===== config.mk =====
export PLATFORM = sky130hd
export DESIGN_NAME = divider_64bit_signed_unsigned
export DESIGN_NICKNAME = d
export VERILOG_FILES = /design/src/rtl/div64_pkg.sv /design/src/rtl/divider_64bit_signed_unsigned.sv
export SDC_FILE = /design/constraint.sdc
export NUM_CORES = 1
export LEC_CHECK = 0
export BUFFER_PORTS_ARGS = -buffer_cell sky130_fd_sc_hd__buf_4
export CAP_MARGIN = 30
export CORE_MARGIN = 5
export CORE_UTILIZATION = 66
export CTS_CLUSTER_SIZE = 14
export DETAILED_ROUTE_END_ITERATION = 6
export PLACE_DENSITY = 0.92
export SYNTH_ARGS = -nofsm -noshare
export SYNTH_HDL_FRONTEND = slang
export SYNTH_SLANG_ARGS = --single-unit

===== constraint.sdc =====
create_clock -name clk -period 10.1 [get_ports clk]
set_input_delay 1.01 -clock clk [delete_from_list [all_inputs] [get_ports clk]]
set_output_delay 1.01 -clock clk [all_outputs]
set_load 0.02 [all_outputs]

===== src/rtl/div64_pkg.sv =====
package div64_pkg;

    localparam int DATA_W = 64;
    localparam int CNT_W  = $clog2(DATA_W);
    localparam int OP_W   = 2;

    typedef logic [DATA_W-1:0] word_t;
    typedef logic [OP_W-1:0]   op_t;

    // Op codes: bit 1 selects signed, bit 0 selects remainder.
    localparam op_t OP_UQUO = 2'd0;
    localparam op_t OP_UREM = 2'd1;
    localparam op_t OP_SQUO = 2'd2;
    localparam op_t OP_SREM = 2'd3;

    localparam int OP_SIGNED_BIT = 1;
    localparam int OP_REM_BIT    = 0;

    typedef enum logic [1:0] {
        ST_IDLE,
        ST_DIVIDE,
        ST_FIX
    } state_t;

endpackage


===== src/rtl/divider_64bit_signed_unsigned.sv =====
// From the start beat to the done strobe: 1 load, 64 restoring steps, 1 sign fix and
// the done register; one quotient bit per cycle through a single 65-bit subtractor.
// One item at a time: busy is high while an item is in progress, and a new start is
// taken in the same cycle as the done strobe. The receiver cannot stall the result.
// Reset (rst_n low, asynchronous): sequencer returns to idle, busy and done clear.
module divider_64bit_signed_unsigned
    import div64_pkg::*;
(
    input  logic              clk,
    input  logic              rst_n,
    input  logic              start,
    output logic              busy,
    input  logic [OP_W-1:0]   op,
    input  logic [DATA_W-1:0] dividend,
    input  logic [DATA_W-1:0] divisor,
    output logic              done,
    output logic [DATA_W-1:0] answer,
    output logic              divide_by_zero
);

    state_t     state_reg, state_next;
    logic [CNT_W-1:0] cnt_reg, cnt_next;
    logic       done_reg, done_next;

    word_t      rem_reg, rem_next;
    word_t      work_reg, work_next;     // dividend bits shift out, quotient bits shift in
    word_t      dsr_reg, dsr_next;
    logic       neg_q_reg, neg_q_next;
    logic       neg_r_reg, neg_r_next;
    logic       sel_rem_reg, sel_rem_next;
    logic       dz_reg, dz_next;
    word_t      answer_reg, answer_next;
    logic       dz_out_reg, dz_out_next;

    logic       accept;
    logic       do_load;
    logic       do_step;
    logic       do_fix;

    logic       is_signed;
    logic       a_neg;
    logic       b_neg;
    word_t      mag_a;
    word_t      mag_b;

    logic [DATA_W:0] rem_ext;
    logic [DATA_W:0] diff;
    logic            take;
    word_t           fix_val;

    assign accept = start && (state_reg == ST_IDLE);

    // Next state.
    always_comb
    begin
        state_next = state_reg;
        case (state_reg)
            ST_IDLE:
            begin
                if (start)
                begin
                    state_next = ST_DIVIDE;
                end
            end
            ST_DIVIDE:
            begin
                if (cnt_reg == CNT_W'(DATA_W - 1))
                begin
                    state_next = ST_FIX;
                end
            end
            ST_FIX:
            begin
                state_next = ST_IDLE;
            end
            default:
            begin
                state_next = ST_IDLE;
            end
        endcase
    end

    // Sequencer outputs.
    always_comb
    begin
        busy    = 1'b1;
        do_load = 1'b0;
        do_step = 1'b0;
        do_fix  = 1'b0;
        case (state_reg)
            ST_IDLE:
            begin
                busy    = 1'b0;
                do_load = start;
            end
            ST_DIVIDE:
            begin
                do_step = 1'b1;
            end
            ST_FIX:
            begin
                do_fix = 1'b1;
            end
            default:
            begin
                busy = 1'b0;
            end
        endcase
    end

    // Operand magnitudes at load.
    always_comb
    begin
        is_signed = op[OP_SIGNED_BIT];
        a_neg     = is_signed && dividend[DATA_W-1];
        b_neg     = is_signed && divisor[DATA_W-1];
        mag_a     = a_neg ? (word_t'(0) - dividend) : dividend;
        mag_b     = b_neg ? (word_t'(0) - divisor) : divisor;
    end

    // One restoring step: shift in the next dividend bit, subtract if it fits.
    always_comb
    begin
        rem_ext = {rem_reg, work_reg[DATA_W-1]};
        diff    = rem_ext - {1'b0, dsr_reg};
        take    = !diff[DATA_W];
    end

    always_comb
    begin
        if (sel_rem_reg)
        begin
            fix_val = neg_r_reg ? (word_t'(0) - rem_reg) : rem_reg;
        end
        else
        begin
            fix_val = neg_q_reg ? (word_t'(0) - work_reg) : work_reg;
        end
    end

    always_comb
    begin
        rem_next     = rem_reg;
        work_next    = work_reg;
        dsr_next     = dsr_reg;
        neg_q_next   = neg_q_reg;
        neg_r_next   = neg_r_reg;
        sel_rem_next = sel_rem_reg;
        dz_next      = dz_reg;
        cnt_next     = cnt_reg;
        answer_next  = answer_reg;
        dz_out_next  = dz_out_reg;
        done_next    = 1'b0;

        if (do_load)
        begin
            rem_next     = '0;
            work_next    = mag_a;
            dsr_next     = mag_b;
            neg_q_next   = a_neg ^ b_neg;
            neg_r_next   = a_neg;
            sel_rem_next = op[OP_REM_BIT];
            dz_next      = (divisor == '0);
            cnt_next     = '0;
        end

        if (do_step)
        begin
            rem_next  = take ? diff[DATA_W-1:0] : rem_ext[DATA_W-1:0];
            work_next = {work_reg[DATA_W-2:0], take};
            cnt_next  = cnt_reg + CNT_W'(1);
        end

        if (do_fix)
        begin
            answer_next = dz_reg ? '0 : fix_val;
            dz_out_next = dz_reg;
            done_next   = 1'b1;
        end
    end

    always_ff @(posedge clk or negedge rst_n)
    begin
        if (!rst_n)
        begin
            state_reg <= ST_IDLE;
            cnt_reg   <= '0;
            done_reg  <= 1'b0;
        end
        else
        begin
            state_reg <= accept ? ST_DIVIDE : state_next;
            cnt_reg   <= cnt_next;
            done_reg  <= done_next;
        end
    end

    always_ff @(posedge clk)
    begin
        rem_reg     <= rem_next;
        work_reg    <= work_next;
        dsr_reg     <= dsr_next;
        neg_q_reg   <= neg_q_next;
        neg_r_reg   <= neg_r_next;
        sel_rem_reg <= sel_rem_next;
        dz_reg      <= dz_next;
        answer_reg  <= answer_next;
        dz_out_reg  <= dz_out_next;
    end

    assign done           = done_reg;
    assign answer         = answer_reg;
    assign divide_by_zero = dz_out_reg;

endmodule


==> results.ini <==
[status]
run_status = finished, final reports clean

[synth]
syn-cell-area_um2 = 20310
synth-warning-count = 0
synth.net_count = 2495
main_combinational_cell_family_by_area_after_synthesis = compound AO/OA/AOI/OAI gates
synth-edff-count = 261
yosys.cell_types.count = 70
synth_cells = 2288
share_of_the_synthesized_netlist_area_taken_by_xor_and_xnor_gates = 0.1298
synth_seq_cells = 270
syn_avg_cell_area_um2 = 8.876
ys_seq_area_frac = 0.3970
synth.mux.area_fraction = 0.007393
synth_simple_gate_area_frac = 0.1793
adder_cell_area_share_of_the_yosys_netlist = 0.04596
synth_area_in_compound_gates = 0.1988
synthArstFlopShare = 0.03333
postSynth.topFlopCell = edfxtp_1

[clock_network]
tritoncts = done
clockRootBuffer = clkbuf_16
clkSlewWorstSetupHoldPaths_ns = 0.06
postCtsResizedCells = 0
cts_sinks = 270
post-cts-setup-buffer-count = 0
clk_latency_ns = 0.57
ctsLongestPathBuffers = 3
tritoncts.num_buffers = 31
h-tree-depth = 1
cts-hold-fix-buffers = 0

[routing]
wl_mm = 59.83
dr_pass1_iterations = 6
ant_nets = 0
iteration_0_drc_markers = 2244
routed_via_density = 6.642
routedWlPerCell_um = 21.00
drc = 0
dr_total_vias = 18920

[sta]
final_min_period_over_clock_period = 0.4996
timing.clock.skew_ns = 0.01047
least_margin_pin_slew_ns = 1.062
max_clock_freq_mhz = 198.2
slew_headroom = 0.2735
final_critical_path_time_including_i_o_delays_and_setup_ns = 5.046
grt_setup_unrepaired = no
timing.setup.tns_ns = 0
report.final.slew_viol_count = 0
setup_violations = 0
finalHoldWorstSlack_ns = 0.2524
report.final.hold_viol_count = 0

[worst_setup_path]
critical_path.slowest_cell = or3_2
criticalPathCategory = flop to flop
critPathLaunchType = flop
r2r_start = work_reg[63]$_DFFE_PP_
crit_chain = inv_1, ha_1, fa_1, nand2b_1, a21oi_1, o21ai_1, a211oi_1, o2111ai_1, and4b_1, or3_2, nand2_1, o32ai_1
critPathCaptureType = flop
worstPathArrival_ns = 5.34
reg2reg_to = rem_reg[35]$_SDFFCE_PN0P_
cp_max_fo = 46
worst-r2r-cell-count = 12
r2r_slack_ns = 5.05
timing.critical_path.slowest_cell_delay_ns = 0.89
critical_path_required_ns = 10.39

[place]
gp_congestion = 0.9913
buffer_ports.inserted = 199
place.detailed.hpwl_mm = 43.79

[cells_and_area]
footprint_of_the_multi_input_gates_um2 = 11420
finish.net_count = 2635
nFillCells = 2114
num_antenna_cells = 0
drive_gt1_frac = 0.1280
syn2layout_area_growth_pct = 13.67
seqCellArea_um2 = 8063

[die]
core_area_um2 = 30510
std_cell_rows = 64
die_height_um = 185.4
initial_utilization = 0.6656
boundaryPins = 200
dieArea_um2 = 34380
chipWidth_um = 185.4

[power_and_ir_drop]
power.sequential.fraction = 0.325
pwr-share-comb = 0.522
clock_power_share = 0.153
power_density_relative_to_cell_area_nw_per_um2 = 328.3
power.net_switching_mw = 3.518
intPower_mw = 4.062
cellLeakagePower_nw = 8.723
p_sw_frac = 0.4641
ir_drop_v = 0.0003359

[grt]
largest_net_degree_at_the_start_of_global_routing = 94
antenna_violations_before_repair = 0
first_pass_grt_wire_length_mm = 92.99
grt_use_total = 0.3355
grt_pass1_vias = 18090
gr-total-overflow = 0

[flow_run]
cap_violations = 0

[min_path]
hold_class = input port to async pin

==> power groups by stage <==
stage                     logic [mW]  registers [mW]  clock network [mW]
after global routing            4.33            2.49                1.21
final                           3.96            2.47                1.16
after detailed placement        3.84            2.45                   0
after global placement          3.73            2.43                   0
after floorplan                 2.76            2.38                   0
after CTS                       3.89            2.44                1.16
==> routing by layer <==
metal / up-vias / part of all wire / global-route usage
met1: 8864 / 0.37 / 0.4162
met2: 1178 / 0.50 / 0.5804
met5: - / 0 / 0
met4: 0 / 0.059 / 0.1706
li1: 8638 / - / -
met3: 243 / 0.080 / 0.03731
==> how the worst max path moves through the flow <==
stage | startpoint | to | slack (ns) | cells after the start
2_1_floorplan | start | rem_reg[0]$_SDFFCE_PN0P_ | 4.37 | 4
6_report | work_reg[63]$_DFFE_PP_ | rem_reg[35]$_SDFFCE_PN0P_ | 5.05 | 12
3_3_place_gp | work_reg[63]$_DFFE_PP_ | rem_reg[35]$_SDFFCE_PN0P_ | 5.41 | 12
4_1_cts | work_reg[63]$_DFFE_PP_ | rem_reg[41]$_SDFFCE_PN0P_ | 5.22 | 12
5_1_grt | work_reg[63]$_DFFE_PP_ | rem_reg[35]$_SDFFCE_PN0P_ | 4.85 | 12
3_5_place_dp | work_reg[63]$_DFFE_PP_ | rem_reg[51]$_SDFFCE_PN0P_ | 5.27 | 12
==> cell usage in the layout, fill, tap and decap left out, types with 12 or more instances in the layout <==
cell type | netlist | routed
or2_2 | 17 | 17
a21o_1 | 25 | 25
o21a_1 | 18 | 18
or4_1 | 35 | 35
nor4_1 | 18 | 18
and2_1 | 12 | 12
inv_1 | 119 | 117
nor2_1 | 190 | 190
o22ai_1 | 15 | 15
a211oi_1 | 73 | 73
o41ai_1 | 39 | 39
o21ai_0 | 173 | 173
ha_1 | 73 | 71
buf_4 | 0 | 211
nand4_1 | 18 | 18
nand3_1 | 36 | 36
nand2b_1 | 16 | 16
a21oi_1 | 166 | 166
o31ai_1 | 59 | 59
xor2_1 | 127 | 127
clkinv_2 | 0 | 12
clkbuf_16 | 0 | 31
nor3_1 | 45 | 44
a31oi_1 | 14 | 14
xnor2_1 | 174 | 174
or3_1 | 44 | 43
edfxtp_1 | 261 | 261
nand2_1 | 284 | 284
==> cell type report <==
| type | count | area share |
|---|---|---|
| Sequential cell | 270 | 0.3493 |
| Inverter | 119 | 0.01946 |
| Clock buffer | 33 | 0.03480 |
| Tap cell | 396 | 0.02146 |
| Multi-Input combinational cell | 1794 | 0.4947 |
| Timing Repair Buffer | 212 | 0.06981 |
| Clock inverter | 25 | 0.01052 |
==> cells by family after synthesis <==
family,Yosys count
XOR/XNOR,301
flip-flops,270
adder cells (fa/ha/maj),74
multiplexers,14
AND/OR/NAND/NOR,767
AO/OA/AOI/OAI,638
buffers and inverters,224
==> synth_stat cells (all sizes together) (6+ instances only) <==
master	number	area share
mux2	8	0.0044
a21o	25	0.0092
a211oi	74	0.028
dfrtp	9	0.011
ha	73	0.045
or4	38	0.015
o21bai	11	0.0041
nand4	18	0.0055
clkbuf	96	0.018
o31ai	60	0.023
nor2b	8	0.0025
and2	14	0.0043
o21a	18	0.0067
nand3	36	0.0089
a221oi	7	0.0030
nor3	45	0.011
o41ai	41	0.018
or2	21	0.0066
o211ai	7	0.0026
a31oi	14	0.0043
o21ai	175	0.043
mux2i	6	0.0030
o22ai	15	0.0046
or3	45	0.014
nand2b	16	0.0049
xnor2	174	0.075
xor2	127	0.055
nor4	18	0.0055
a21oi	166	0.041
and3	11	0.0034
buf	9	0.0020
edfxtp	261	0.39
nand2	284	0.052
inv	119	0.022
nor2	190	0.035
==> critical path, delay by kind of cell, from the launching register on <==
kind            cells  cell delay (ns)
flops               1             0.50
fa+ha+maj           2             0.65
simple gates        4             2.00
compound gates      5             1.53
buf+inv             1             0.08
==> stage by stage <==
stage                     setup WS, ns  cells  area [µm²]  power (mW)  utilization
after floorplan                  4.374   2288       20310       5.141            -
after global placement           5.405   2790       22010       6.162       0.7214
after detailed placement         5.266   2791       22040       6.293       0.7223
after CTS                        5.221   2849       23080       7.486       0.7566
after global routing             4.853   2849       23080       8.026       0.7566
final                            5.054   2849       23080       7.579       0.7566
No activity file was read; power rests on OpenSTA's default activity.
